File: src/rtl/snd_pkg.sv
package snd_pkg;

    localparam int NUM_INPUTS  = 8;
    localparam int SIG_DEPTH   = 256;
    localparam int SIG_AW      = $clog2(SIG_DEPTH);
    localparam int RE_W        = 33;
    localparam int PROD_W      = RE_W + 16;
    localparam int SUM_W       = 32 + $clog2(NUM_INPUTS) + 1;
    localparam int CFG_IDX_W   = 3;

    localparam logic [1:0] OP_PUSH  = 2'd0;
    localparam logic [1:0] OP_TRAIN = 2'd1;
    localparam logic [1:0] OP_LOAD  = 2'd2;
    localparam logic [1:0] OP_SPARE = 2'd3;

    localparam logic [CFG_IDX_W-1:0] CFG_HIDDEN = 3'd0;
    localparam logic [CFG_IDX_W-1:0] CFG_IRATE  = 3'd1;
    localparam logic [CFG_IDX_W-1:0] CFG_DECAY  = 3'd2;
    localparam logic [CFG_IDX_W-1:0] CFG_USED   = 3'd3;

    localparam logic [15:0] RATE_RESET  = 16'd3277;
    localparam logic [15:0] DECAY_RESET = 16'd66;
    localparam logic [3:0]  USED_RESET  = 4'd8;
    localparam logic [12:0] ACT_RESET   = 13'd2048;

    typedef struct packed {
        logic push;      // latch input, form w*x
        logic load_w;    // weight load
        logic mul_train; // form rate*err*held
        logic upd;       // apply delta
        logic active;
    } t_lane_ctl;

    typedef struct packed {
        logic sum_en;
    } t_merge_ctl;

    typedef logic [12:0] t_sig_table [SIG_DEPTH];

    // Unsigned shift-subtract quotient, used only while building the table.
    function automatic longint unsigned f_udiv(longint unsigned num, longint unsigned den);
        longint unsigned q, r;
        begin
            q = '0;
            r = '0;
            for (int b = 63; b >= 0; b--) begin
                r = {r[62:0], num[b]};
                if (r >= den) begin
                    r    = r - den;
                    q[b] = 1'b1;
                end
            end
            f_udiv = q;
        end
    endfunction

    // Sigmoid of x (Q4.12) in Q12, series plus repeated squaring.
    function automatic logic [12:0] f_sig_entry(longint x);
        longint unsigned y, u, u2, u3, p, d, q30, r;
        begin
            q30 = 64'd1 << 30;
            y   = (x < 0) ? longint'(-x) : longint'(x);
            u   = y << 10;
            u2  = (u * u) >> 30;
            u3  = (u2 * u) >> 30;
            p   = q30 - u + (u2 >> 1) - f_udiv(u3, 64'd6);
            for (int k = 0; k < 8; k++) begin
                p = (p * p) >> 30;
            end
            d = q30 + p;
            if (x >= 0) begin
                r = f_udiv((64'd1 << 42) + (d >> 1), d);
            end else begin
                r = f_udiv((p << 12) + (d >> 1), d);
            end
            f_sig_entry = r[12:0];
        end
    endfunction

    function automatic t_sig_table f_sig_table();
        t_sig_table t;
        longint xk;
        begin
            for (int k = 0; k < SIG_DEPTH; k++) begin
                xk = (longint'(k) * 65536) / SIG_DEPTH - 32768;
                t[k] = f_sig_entry(xk);
            end
            f_sig_table = t;
        end
    endfunction

    localparam t_sig_table SIG_TABLE = f_sig_table();

endpackage

File: src/rtl/snd_lane.sv
module snd_lane (
    input  logic                              i_clk,
    input  logic                              i_rst_n,
    input  snd_pkg::t_lane_ctl                i_ctl,
    input  logic signed [15:0]                i_x,
    input  logic signed [snd_pkg::RE_W-1:0]   i_re,
    output logic signed [31:0]                o_prod,
    output logic                              o_sat
);
    import snd_pkg::*;

    logic signed [15:0]       r_w, n_w;
    logic signed [15:0]       r_held, n_held;
    logic signed [PROD_W-1:0] r_prod, n_prod;
    logic signed [PROD_W-29:0] dlt;
    logic signed [PROD_W-28:0] wsum;
    logic signed [31:0]       wx;

    assign wx   = r_w * i_x;             // full 32-bit product
    assign dlt  = r_prod[PROD_W-1:28];   // floor shift
    assign wsum = (PROD_W-27)'(r_w) + (PROD_W-27)'(dlt);

    always_comb begin
        n_w    = r_w;
        n_held = r_held;
        n_prod = r_prod;
        o_sat  = 1'b0;
        if (i_ctl.load_w) begin
            n_w = i_x;
        end
        if (i_ctl.push) begin
            n_held = i_ctl.active ? i_x : 16'sd0;
            n_prod = i_ctl.active ? PROD_W'(wx) : '0;
        end
        if (i_ctl.mul_train) begin
            n_prod = PROD_W'(i_re) * PROD_W'(r_held);
        end
        if (i_ctl.upd && i_ctl.active) begin
            if (wsum > (PROD_W-27)'(32767)) begin
                n_w   = 16'sh7FFF;
                o_sat = 1'b1;
            end else if (wsum < -(PROD_W-27)'(32768)) begin
                n_w   = -16'sh8000;
                o_sat = 1'b1;
            end else begin
                n_w = wsum[15:0];
            end
        end
    end

    always_ff @(posedge i_clk) begin
        if (!i_rst_n) begin
            r_w    <= '0;
            r_held <= '0;
        end else begin
            r_w    <= n_w;
            r_held <= n_held;
        end
        r_prod <= n_prod;
    end

    assign o_prod = r_prod[31:0];

endmodule

File: config.mk
export PLATFORM = sky130hd
export DESIGN_NAME = snd_lane
export DESIGN_NICKNAME = d
export VERILOG_FILES = /design/src/rtl/snd_pkg.sv /design/src/rtl/snd_lane.sv
export SDC_FILE = /design/constraint.sdc
export NUM_CORES = 2
export LEC_CHECK = 0
export BUFFER_PORTS_ARGS = -buffer_cell sky130_fd_sc_hd__buf_2
export CORE_MARGIN = 1.5
export CORE_UTILIZATION = 40
export CTS_CLUSTER_DIAMETER = 50
export DETAILED_ROUTE_END_ITERATION = 12
export RECOVER_POWER = 100
export SYNTH_ARGS = -nofsm -noshare
export SYNTH_HDL_FRONTEND = slang
export SYNTH_SLANG_ARGS = --single-unit
File: constraint.sdc
create_clock -name i_clk -period 7.5 [get_ports i_clk]
set_input_delay 0.375 -clock i_clk [delete_from_list [all_inputs] [get_ports i_clk]]
set_output_delay 0.375 -clock i_clk [all_outputs]
set_load 0.01 [all_outputs]
==> results.json <==
{
  "start_util": 0.406,
  "violations": "max-capacitance violations, max-slew violations",
  "grt_remaining_overflow": 0,
  "holdBufCountCts": 0,
  "period_minus_slack_ps": 7080,
  "wl_um": 86600,
  "worst_slew_pin_slew_ps": 1790,
  "synthAdderAreaFrac": 0.548,
  "outcome": "finished, violations left",
  "die_h_um": 290,
  "seq_power_share": 0.078,
  "finalHoldViolations": 0,
  "clock_sinks": 81,
  "switching_share": 0.561,
  "yosysMostFrequentCell": "inv_1",
  "rows": 104,
  "coreArea_um2": 80900,
  "r2r_slack_ps": 420,
  "netlist_top_cells_area": "fa_1 (46%), inv_1 (10%), ha_1 (8.3%), and2_1 (6.2%), nand2_1 (5.5%)",
  "wl_per_cell_um": 18.4,
  "crit_type": "flop to flop",
  "holdPathEnd": "r_held[14]$_SDFFE_PN0P_",
  "slew_headroom": -0.192,
  "critPathCaptureType": "flop",
  "via_count": 24000,
  "die_area_um2": 83900,
  "p_per_area_nw_per_um2": 366,
  "finalPower_uw": 12600,
  "preCtsSetupSlack_ps": 547,
  "grt_pass1_wl_um": 141000,
  "required_ps": 7610,
  "finalSetupTns_ps": 0,
  "reg2reg_depth": 22,
  "drv_slew": 52,
  "clk_latency_ps": 370,
  "ir_drop_v": 0.000753,
  "ys_warn_count": 0,
  "via_per_inst": 5.11,
  "setup_viol": 0,
  "postRouteAntennaNets": 0,
  "reg2reg_from": "r_w[6]$_SDFFE_PN0P_",
  "p_comb_frac": 0.886,
  "grt_pass1_vias": 25500,
  "fillers": 8035,
  "fin_ws_ps": 416,
  "drt_first_pass_iters": 5,
  "syn_avg_cell_area_um2": 8.96,
  "yosysSeqAreaShare": 0.0643,
  "final_cell_area_um2": 34600,
  "crit_path_start_kind": "flop",
  "synthMuxAreaShare": 0.00369,
  "synth_commonest_cells": "inv_1 (876), fa_1 (763), nand2_1 (478)",
  "cts-resized-gates": 0,
  "grt_start_max_net_pins": 45,
  "final_nets": 4674,
  "netlist.top_cell.by_area": "fa_1",
  "reg2reg_to": "r_prod[30]$_DFFE_PP_",
  "synth-edff-count": 49,
  "num_io_pins": 89,
  "drv_cap": 2,
  "async_reset_ff_frac": 0,
  "multi_input_area_um2": 26600,
  "grt_use_met1": 0.294,
  "synth.distinct_cells": 73,
  "synth_compound_area_frac": 0.0773,
  "whs_path_depth": 2,
  "synth.net_count": 4705,
  "path_clk_slew_ps": 70,
  "place_area_um2": 34300,
  "yosys.area_share.simple": 0.157,
  "drt_iter0_markers": 1360,
  "p_clk_frac": 0.036,
  "ys.flop_type": "edfxtp_1",
  "syn-instance-count": 3667,
  "hpwl_um": 68600,
  "leakagePower_uw": 0.0173,
  "root_buffer": "clkbuf_16",
  "seq_area_um2": 2110,
  "syn2layout_area_growth_pct": 5.20,
  "cts_htree_levels": 3,
  "worstHoldPathType": "flop to flop",
  "grtUsageTotal": 0.217,
  "cts_buffers": 9,
  "antenna_found_initial": 4,
  "fmax_mhz": 141,
  "grt_use_met3": 0.0287,
  "use_met2": 0.367,
  "synth_top_family_by_area": "adder cells",
  "worstPathArrival_ps": 7200,
  "internal-power_uw": 5550,
  "finClkSkew_ps": 14.4,
  "clk_path_buf_depth": 2,
  "fp.dieW_um": 290,
  "post_cts_buffers": 0,
  "fin_crit_sh": 0.944,
  "grt_setup_unrepaired": "no",
  "drc": 0,
  "p_sw_uw": 7100,
  "place_congestion": 0.913,
  "grt-busiest-layer": "met2",
  "synth_xor_area_frac": 0.0243,
  "synth_top_area_share": 0.465,
  "drive_gt1_frac": 0.0379,
  "path_max_fanout": 13,
  "tritoncts": "built",
  "port_buffers": 88,
  "synth-seq-cells": 81,
  "synth_area_um2": 32800,
  "min_from": "r_held[14]$_SDFFE_PN0P_"
}
[routing by layer]
metal	share of wire	wire [um]	vias to the layer above
met4	0.029	2530	4
li1	-	-	10900
met1	0.43	37200	12400
met5	0.00039	34	-
met2	0.49	42100	605
met3	0.054	4670	129
[metrics by stage]
| stage | instances | utilization | hold slack [ps] |
|---|---|---|---|
| floorplan | 3667 | - | 499 |
| global placement | 4685 | 0.424 | 470 |
| detailed placement | 4685 | 0.424 | 473 |
| CTS | 4701 | 0.428 | 477 |
| global route | 4702 | 0.427 | 506 |
| finish | 4702 | 0.427 | 483 |
[placed cells by master, fill, tap and decap left out, types with 32 or more instances in the layout]
master / instances
a21o_1: 53
a21oi_1: 82
and2_1: 318
buf_2: 53
buf_4: 36
clkbuf_1: 43
dfxtp_1: 32
edfxtp_1: 49
fa_1: 763
ha_1: 219
inv_1: 876
nand2_1: 478
nand2b_1: 38
nand3_1: 42
nor2_1: 91
o21ai_0: 64
xnor2_1: 55
xor2_1: 36
[worst max path at each step]
stage,endpoint,from,cells past startpoint,slack [ps]
after floorplan,r_prod[48]$_DFFE_PP_,i_x[1],21,780
after global placement,r_prod[48]$_DFFE_PP_,i_re[7],24,620
after detailed placement,r_prod[48]$_DFFE_PP_,i_x[4],21,550
after CTS,r_prod[48]$_DFFE_PP_,r_w[10]$_SDFFE_PN0P_,20,530
after global routing,r_prod[30]$_DFFE_PP_,r_w[10]$_SDFFE_PN0P_,18,60
final,r_prod[30]$_DFFE_PP_,r_w[6]$_SDFFE_PN0P_,22,420
[area by class of cell]
| cell class | instances | share of cell area |
|---|---|---|
| multi-input combinational | 2523 | 0.770 |
| inverter | 878 | 0.0954 |
| sequential | 81 | 0.0611 |
| tap | 1060 | 0.0384 |
| timing repair buffer | 143 | 0.0261 |
| clock buffer | 11 | 0.00764 |
| clock inverter | 5 | 0.00101 |
| antenna | 1 | 0.0000724 |
[sequential cells by signal (all words and copies together) (netlist names)]
name / count
r_w: 16
r_held: 16
r_prod: 49
[power by group through the flow]
| stage | sequential, uW | combinational, uW | clock (uW) |
|---|---|---|---|
| 2_1_floorplan | 875 | 8320 | 0 |
| 3_3_place_gp | 992 | 11200 | 0 |
| 3_5_place_dp | 993 | 11200 | 0 |
| 4_1_cts | 984 | 11300 | 460 |
| 5_1_grt | 998 | 12600 | 480 |
| 6_report | 989 | 11200 | 454 |
[kinds of logic (layout without fill, tap and decap cells)]
kind of cell,Yosys count,count (layout)
AOI/OAI and AO/OA,384,384
xor gates and xnor gates,91,91
other,0,1
buffers and inverters,1063,1037
muxes,11,11
and+or+nand+nor,1055,1055
DFF,81,81
adders and majority gates,982,982
[critical path: stages (launching register included)]
cell and delay (ps):
dfxtp_1 750, clkbuf_1 480, and2_0 230, fa_1 440
inv_1 90, fa_1 380, inv_1 70, ha_1 140
inv_1 50, fa_1 460, fa_1 570, inv_1 50
fa_1 500, ha_1 190, or3_1 190, nor2_1 60
o21a_1 140, o311ai_0 740, a21oi_1 240, o21ai_0 480
o21ai_0 220, xnor2_1 160, a22o_1 180
No activity file was read; power rests on OpenSTA's default activity.
