--- src/rtl/snd_pkg.sv ---
package snd_pkg;

    localparam int NUM_INPUTS  = 8;
    localparam int SIG_DEPTH   = 256;
    localparam int SIG_AW      = $clog2(SIG_DEPTH);
    localparam int RE_W        = 33;
    localparam int PROD_W      = RE_W + 16;
    localparam int SUM_W       = 32 + $clog2(NUM_INPUTS) + 1;
    localparam int CFG_IDX_W   = 3;

    localparam logic [1:0] OP_PUSH  = 2'd0;
    localparam logic [1:0] OP_TRAIN = 2'd1;
    localparam logic [1:0] OP_LOAD  = 2'd2;
    localparam logic [1:0] OP_SPARE = 2'd3;

    localparam logic [CFG_IDX_W-1:0] CFG_HIDDEN = 3'd0;
    localparam logic [CFG_IDX_W-1:0] CFG_IRATE  = 3'd1;
    localparam logic [CFG_IDX_W-1:0] CFG_DECAY  = 3'd2;
    localparam logic [CFG_IDX_W-1:0] CFG_USED   = 3'd3;

    localparam logic [15:0] RATE_RESET  = 16'd3277;
    localparam logic [15:0] DECAY_RESET = 16'd66;
    localparam logic [3:0]  USED_RESET  = 4'd8;
    localparam logic [12:0] ACT_RESET   = 13'd2048;

    typedef struct packed {
        logic push;      // latch input, form w*x
        logic load_w;    // weight load
        logic mul_train; // form rate*err*held
        logic upd;       // apply delta
        logic active;
    } t_lane_ctl;

    typedef struct packed {
        logic sum_en;
    } t_merge_ctl;

    typedef logic [12:0] t_sig_table [SIG_DEPTH];

    // Unsigned shift-subtract quotient, used only while building the table.
    function automatic longint unsigned f_udiv(longint unsigned num, longint unsigned den);
        longint unsigned q, r;
        begin
            q = '0;
            r = '0;
            for (int b = 63; b >= 0; b--) begin
                r = {r[62:0], num[b]};
                if (r >= den) begin
                    r    = r - den;
                    q[b] = 1'b1;
                end
            end
            f_udiv = q;
        end
    endfunction

    // Sigmoid of x (Q4.12) in Q12, series plus repeated squaring.
    function automatic logic [12:0] f_sig_entry(longint x);
        longint unsigned y, u, u2, u3, p, d, q30, r;
        begin
            q30 = 64'd1 << 30;
            y   = (x < 0) ? longint'(-x) : longint'(x);
            u   = y << 10;
            u2  = (u * u) >> 30;
            u3  = (u2 * u) >> 30;
            p   = q30 - u + (u2 >> 1) - f_udiv(u3, 64'd6);
            for (int k = 0; k < 8; k++) begin
                p = (p * p) >> 30;
            end
            d = q30 + p;
            if (x >= 0) begin
                r = f_udiv((64'd1 << 42) + (d >> 1), d);
            end else begin
                r = f_udiv((p << 12) + (d >> 1), d);
            end
            f_sig_entry = r[12:0];
        end
    endfunction

    function automatic t_sig_table f_sig_table();
        t_sig_table t;
        longint xk;
        begin
            for (int k = 0; k < SIG_DEPTH; k++) begin
                xk = (longint'(k) * 65536) / SIG_DEPTH - 32768;
                t[k] = f_sig_entry(xk);
            end
            f_sig_table = t;
        end
    endfunction

    localparam t_sig_table SIG_TABLE = f_sig_table();

endpackage

--- src/rtl/snd_merge.sv ---
module snd_merge (
    input  logic                 i_clk,
    input  snd_pkg::t_merge_ctl  i_ctl,
    input  logic signed [31:0]   i_prods [snd_pkg::NUM_INPUTS],
    output logic [12:0]          o_act,
    output logic                 o_sat
);
    import snd_pkg::*;

    logic signed [SUM_W-1:0]   r_sum, n_sum;
    logic signed [SUM_W-13:0]  shr;
    logic [15:0]               s16;
    logic [15:0]               ofs;

    always_comb begin
        n_sum = '0;
        for (int k = 0; k < NUM_INPUTS; k++) begin
            n_sum = n_sum + SUM_W'(i_prods[k]);
        end
    end

    always_ff @(posedge i_clk) begin
        if (i_ctl.sum_en) begin
            r_sum <= n_sum;
        end
    end

    assign shr = r_sum[SUM_W-1:12];

    always_comb begin
        o_sat = 1'b0;
        if (shr > (SUM_W-12)'(32767)) begin
            s16   = 16'h7FFF;
            o_sat = 1'b1;
        end else if (shr < -(SUM_W-12)'(32768)) begin
            s16   = 16'h8000;
            o_sat = 1'b1;
        end else begin
            s16 = shr[15:0];
        end
        ofs   = {~s16[15], s16[14:0]};
        o_act = SIG_TABLE[ofs[15 -: SIG_AW]];
    end

endmodule

--- config.mk ---
export PLATFORM = sky130hd
export DESIGN_NAME = snd_merge
export DESIGN_NICKNAME = d
export VERILOG_FILES = /design/src/rtl/snd_pkg.sv /design/src/rtl/snd_merge.sv
export SDC_FILE = /design/constraint.sdc
export NUM_CORES = 1
export LEC_CHECK = 0
export BUFFER_PORTS_ARGS = -buffer_cell sky130_fd_sc_hd__buf_2
export CORE_MARGIN = 2
export CORE_UTILIZATION = 55
export CTS_CLUSTER_SIZE = 8
export DETAILED_ROUTE_END_ITERATION = 10
export GPL_TIMING_DRIVEN = 0
export PLACE_DENSITY = 0.83
export SYNTH_ARGS = -nofsm -noshare
export SYNTH_HDL_FRONTEND = slang
export SYNTH_SLANG_ARGS = --single-unit
--- constraint.sdc ---
create_clock -name i_clk -period 7.46 [get_ports i_clk]
set_input_delay 0.373 -clock i_clk [delete_from_list [all_inputs] [get_ports i_clk]]
set_output_delay 0.373 -clock i_clk [all_outputs]
set_load 0.01 [all_outputs]
==> impl_metrics.tcl, run 1 <==
set metrics [dict create \
    final_util_pct 66.27 \
    fillers 1330 \
    synth_edf_count 16 \
    hp-start "i_ctl" \
    synth_top_cell_area_share_pct 39.67 \
    tightest_slew_ns 1.314 \
    wire_per_inst_um 22.06 \
    drc_errors 0 \
    comb_power_share_pct 92.2 \
    p_sw_share_pct 60.95 \
    grt_max_degree 17 \
    layoutNonFillerInstCount 1729 \
    crit_fanout 9 \
    num_rows 48 \
    dp.final_hpwl_mm 31.32 \
    grt_usage_pct 42.31 \
    die_area_um2 18880 \
    largest_reg_flops 16 \
    synth.yosys.seq_area_share_pct 4.907 \
    ff_latch_area_um2 480.5 \
    max_freq_mhz 159.3 \
    setup_tns_ns 0 \
    path_delay_family "compound AO/OA/AOI/OAI gates" \
    synthCells 1230 \
    worstPathRequired_ns 7.09 \
    core-area_um2 17360 \
    numPortBuffers 270 \
    syn2layout_area_growth_pct 17.48 \
    synth_xor_area_share_pct 1.252 \
    nets 2004 \
    holdPathEnd "r_sum[30]" \
    synth_ff_type "edfxtp_1" \
    largestRegisters "r_sum: 16 flops" \
    grt_pass1_vias 11430 \
    avgSynthCellArea_um2 7.960 \
    rsz0062_at_grt "false" \
    synth_top_family_by_area "adder cells" \
    multi_input_area_um2 7597 \
    top_level_ports 272 \
    fin_hold_ws_ns 0.5540 \
    cpPeakStageDelay_ns 1.06 \
    grt_first_pass_wirelength_mm 59.31 \
    yosys.area.top_type "fa_1" \
    slowest_stage "o22ai_1" \
    power.leakage_nw 6.148 \
    antenna_cells 0 \
    cts.sinks 16 \
    drt-initial-drc-count 1428 \
    hold_buffers 0 \
    synthSimpleGateAreaFrac_pct 11.72 \
    powerDensity_nw_per_um2 460.0 \
    p_seq_share_pct 5.7 \
    status "complete, no violations" \
    finalMaxSlewViolations 0 \
    cp-end-kind "primary output" \
    ant_nets 0 \
    pwr-share-clk_pct 2.0 \
    vias 10410 \
    synth_fp_nets 1729 \
    synth.area.top_cells "fa_1 (40%), inv_1 (15%), ha_1 (6.0%), edfxtp_1 (4.9%), a21oi_1 (3.5%)" \
    ctsResizeCount 0 \
    finalCriticalPeriod_ns 6.276 \
    ir_drop_uv 290.2 \
    min_path_cells 1 \
    path_cells "nor4_4, nand2_1, o22ai_1, inv_1, ha_1, clkbuf_1, inv_1, o21ai_1, nand2_1, a221oi_1, o21ai_0, a32oi_1, o21ai_1, buf_2" \
    synth_area_um2 9791 \
    synthAdderAreaFrac_pct 45.67 \
    regMostFlops "r_sum" \
    cts-root-buf "clkbuf_16" \
    clock_path_buffers 2 \
    cts_tree "done" \
    fp.dieH_um 137.4 \
    yosysUniqueCellTypes 73 \
    antenna_found_initial 0 \
    yosys_register_bits 16 \
    setup-violations-final 0 \
    clkTransAtPathRegs_ns 0.05 \
    async_flop_share_pct 0 \
    grt-ovfl-total 0 \
    drt_wl_total_mm 38.15 \
    hold_violations 0 \
    avgViaCountPerCell 6.020 \
    slew_headroom_pct 12.42 \
    gp_congestion 1.061 \
    muxShareOfSynthArea_pct 0 \
    switching_power_mw 3.225 \
    first_pass_iters 6 \
    yosys_warnings 0 \
    worstPathArrival_ns 5.90 \
    p_int_mw 2.066 \
    cp_num_buf_inv 4 \
    layout-drive-gt1-share_pct 21.14 \
    cts_setup_buffers 0 \
    post-route-period-util_pct 84.13 \
    cts-buffers-inserted 3 \
    crit_type "flip-flop to primary output" \
    dp_cells 1725 \
    synth_compound_area_share_pct 18.91 \
    worstHoldPathType "primary input to flip-flop" \
    maxCapViolCount 0 \
    start_util_pct 56.41 \
    critPathLaunchType "flip-flop" \
    h-tree-depth 1 \
    die_x_um 137.4 \
]
## cells in the final DEF, fill, tap and decap left out, types with 17 or more instances in the layout
cell type,instances
nor3_1,28
a21oi_1,68
clkbuf_1,31
ha_1,47
nor2_1,63
a31oi_1,20
a211oi_1,17
o211ai_1,22
inv_1,382
fa_1,194
o21ai_0,52
nand2_1,68
nand3_1,29
buf_2,285
## power by group through the flow
| stage | Combinational [mW] | Clock, mW | Sequential [mW] |
|---|---|---|---|
| after floorplan | 3.19 | 0 | 0.290 |
| after global placement | 4.52 | 0 | 0.300 |
| after detailed placement | 4.65 | 0 | 0.303 |
| after CTS | 4.68 | 0.107 | 0.301 |
| after global routing | 5.25 | 0.112 | 0.308 |
| final | 4.88 | 0.108 | 0.304 |
## cell families (layout without fill, tap and decap cells)
group / count (synthesis) / count (layout)
compound gates: 281 / 281
xor+xnor: 14 / 14
fa+ha+maj: 241 / 241
buf+inv: 442 / 716
flops: 16 / 16
other cells: 1 / 1
simple gates: 235 / 235
## Yosys cell counts (4+ instances only)
master / n
a311oi_1: 6
ha_1: 47
nor2_1: 63
nand2_2: 4
clkbuf_1: 31
nand3_1: 29
fa_1: 194
a2bb2oi_1: 4
o31ai_1: 6
o311ai_0: 6
a221oi_1: 4
buf_4: 7
inv_1: 382
nor3_1: 28
o21ai_0: 52
o221ai_1: 5
buf_1: 4
a211oi_1: 17
nor2b_1: 5
nor3_2: 4
o311ai_1: 5
a31oi_1: 20
a21o_1: 5
edfxtp_1: 16
nand2_1: 68
o211ai_1: 22
o21ai_1: 12
o22ai_1: 9
buf_2: 15
a21boi_0: 4
a32oi_1: 5
xnor2_1: 12
a21oi_1: 68
and3_1: 9
## metal layers
metal | global-route usage, % | routed length [um] | vias to the layer above
li1 | - | - | 4433
met1 | 49.44 | 13130 | 4904
met2 | 69.43 | 17620 | 830
met3 | 10.67 | 4563 | 242
met4 | 27.09 | 2823 | 0
met5 | 0 | 0 | -
## worst max path at each step
stage,to,start,depth (start not counted)
floorplan,r_sum[34],i_prods[107],17
global placement,o_act[4],r_sum[34],13
detailed placement,o_act[5],r_sum[34],14
CTS,o_act[5],r_sum[34],14
global route,o_act[5],r_sum[34],14
finish,o_act[5],r_sum[34],14
## final cells by class
cell class	instances	area share [%]
buffer	58	2.350
clock buffer	3	0.6527
clock inverter	1	0.03263
inverter	384	12.54
multi-input combinational	772	66.05
sequential	16	4.177
tap	225	2.448
timing repair buffer	270	11.75
## per-stage QoR
stage / worst slack, ns / power (mW) / cell area (um2)
detailed placement: 1.936 / 4.956 / 11420
global route: 1.192 / 5.667 / 11500
global placement: 1.890 / 4.816 / 11420
CTS: 1.664 / 5.087 / 11500
floorplan: 2.779 / 3.482 / 9791
finish: 1.184 / 5.290 / 11500
(Power assumes the default switching activity.)
==> run 2: changes to the inputs <==
Settings changed: CORE_UTILIZATION 55 to 50, PLACE_DENSITY 0.83 to 0.8.
Clock period 7.46 ns to 5.5 ns, I/O delays scaled along.
==> impl_metrics.tcl, run 2 (synthesis gave the netlist of run 1 again) <==
set metrics [dict create \
    critPathLaunchType "flip-flop" \
    cp-end-kind "primary output" \
    final_common_cell "inv_1" \
    setup-violations-final 0 \
    crit_type "flip-flop to primary output" \
    die_x_um 143.9 \
    hold_violations 0 \
    maxCapViolCount 0 \
    drc_errors 0 \
    dp.final_hpwl_mm 29.44 \
    p_seq_share_pct 5.9 \
    finalCriticalPeriod_ns 5.349 \
    clock_path_buffers 2 \
    grt_pass1_vias 10510 \
    pwr-share-clk_pct 2.1 \
    worstPathRequired_ns 5.22 \
    grt_first_pass_wirelength_mm 54.60 \
    avgViaCountPerCell 5.656 \
    max_freq_mhz 186.9 \
    final_cell_mix "inv_1 (382), buf_2 (285), fa_1 (194), nand2_1 (68), a21oi_1 (68)" \
    cts-root-buf "clkbuf_16" \
    drt-initial-drc-count 867 \
    fp.dieH_um 143.9 \
    worstPathArrival_ns 5.07 \
    total_power_mw 7.007 \
    core-area_um2 19330 \
    crit_fanout 9 \
    nets 2004 \
    layout-drive-gt1-share_pct 21.21 \
    multi_input_area_um2 7611 \
    start_util_pct 50.64 \
    ir_drop_uv 367.1 \
    largest_reg_flops 16 \
    powerDensity_nw_per_um2 605.5 \
    vias 10020 \
    syn2layout_area_growth_pct 18.19 \
    switching_power_mw 4.234 \
    grt_max_degree 17 \
    post-route-period-util_pct 97.26 \
    num_rows 51 \
    wire_per_inst_um 20.08 \
    antenna_found_initial 2 \
    cts.sinks 16 \
    grt-ovfl-total 0 \
    largestRegisters "r_sum: 16 flops" \
    die_area_um2 20720 \
    top_level_ports 272 \
    final_util_pct 59.85 \
    p_sw_share_pct 60.43 \
    status "complete, no violations" \
    comb_power_share_pct 92.0 \
    fin_area_um2 11570 \
    cts_tree "done" \
    ant_nets 0 \
    first_pass_iters 6 \
    drt_wl_total_mm 35.56 \
    cts_setup_buffers 0 \
    gp_congestion 1.097 \
    fin_hold_ws_ns 0.4714 \
    clkTransAtPathRegs_ns 0.05 \
    h-tree-depth 1 \
    ff_latch_area_um2 480.5 \
    regMostFlops "r_sum" \
    power.leakage_nw 6.152 \
    placed_cell_area_um2 11470 \
    worstHoldPathType "primary input to flip-flop" \
    tightest_slew_ns 1.359 \
    slew_headroom_pct 9.027 \
    p_int_mw 2.773 \
    rsz0062_at_grt "false" \
    fillers 1713 \
    finalMaxSlewViolations 0 \
    setup_tns_ns 0 \
    cts-buffers-inserted 3 \
    numPortBuffers 270 \
    grt_usage_pct 34.91 \
]
run 2: cell count changes in the layout (fill, tap and decap cells not counted), sizes merged:
cell   delta
diode     +2
run 2: stage by stage:
| step | setup WS [ns] | cells |
|---|---|---|
| 5_1_grt | 0.1038 | 1771 |
| 2_1_floorplan | 0.9168 | 1230 |
| 6_report | 0.1506 | 1771 |
| 3_5_place_dp | 0.08530 | 1765 |
| 4_1_cts | 0.2422 | 1769 |
| 3_3_place_gp | -0.03091 | 1765 |
run 2: per-layer routing:
layer	GRT usage [%]	share of wire [%]	up-vias
met5	0	0	-
met4	16.10	5.3	0
met3	6.031	11	165
met2	60.15	47	681
met1	42.75	37	4735
li1	-	-	4436
run 2: path summary, 6_finish.rpt:
check,start,end,slack [ns],cells after the start
hold / removal,i_ctl,r_sum[32],0.47,1
setup / recovery,r_sum[34],o_act[2],0.15,14
run 2: repair_timing:
item | 4_1_cts | 5_1_grt
hold buffers | 0 | 0
gates resized for setup | 1 | 1
pin swaps | 0 | 0
endpoints found under the setup margin | 4 | 3
run 2: critical path: stages, from the launching register on:
cell	delay, ns
edfxtp_1	0.48
nor4_4	0.51
nand2_1	0.34
o22ai_4	0.43
inv_1	0.27
ha_1	0.34
clkbuf_1	0.47
inv_1	0.40
xnor2_1	0.58
nand2_1	0.14
o311ai_1	0.11
o211ai_1	0.21
a211oi_1	0.30
nor3_2	0.08
buf_2	0.15
run 2: layout make-up:
cell class / count / share of cell area (%)
Tap cell: 265 / 2.865
Clock inverter: 1 / 0.03244
Timing Repair Buffer: 270 / 11.68
Clock buffer: 3 / 0.6488
Multi-Input combinational cell: 772 / 65.78
Buffer: 58 / 2.336
Antenna cell: 2 / 0.04325
Sequential cell: 16 / 4.152
Inverter: 384 / 12.47
run 2: power by group through the flow:
stage	clock network [mW]	logic [mW]	registers, mW
after global routing	0.153	7.02	0.420
after floorplan	0	4.33	0.393
after detailed placement	0	6.22	0.417
after CTS	0.148	6.26	0.415
after global placement	0	6.19	0.412
final	0.147	6.45	0.414
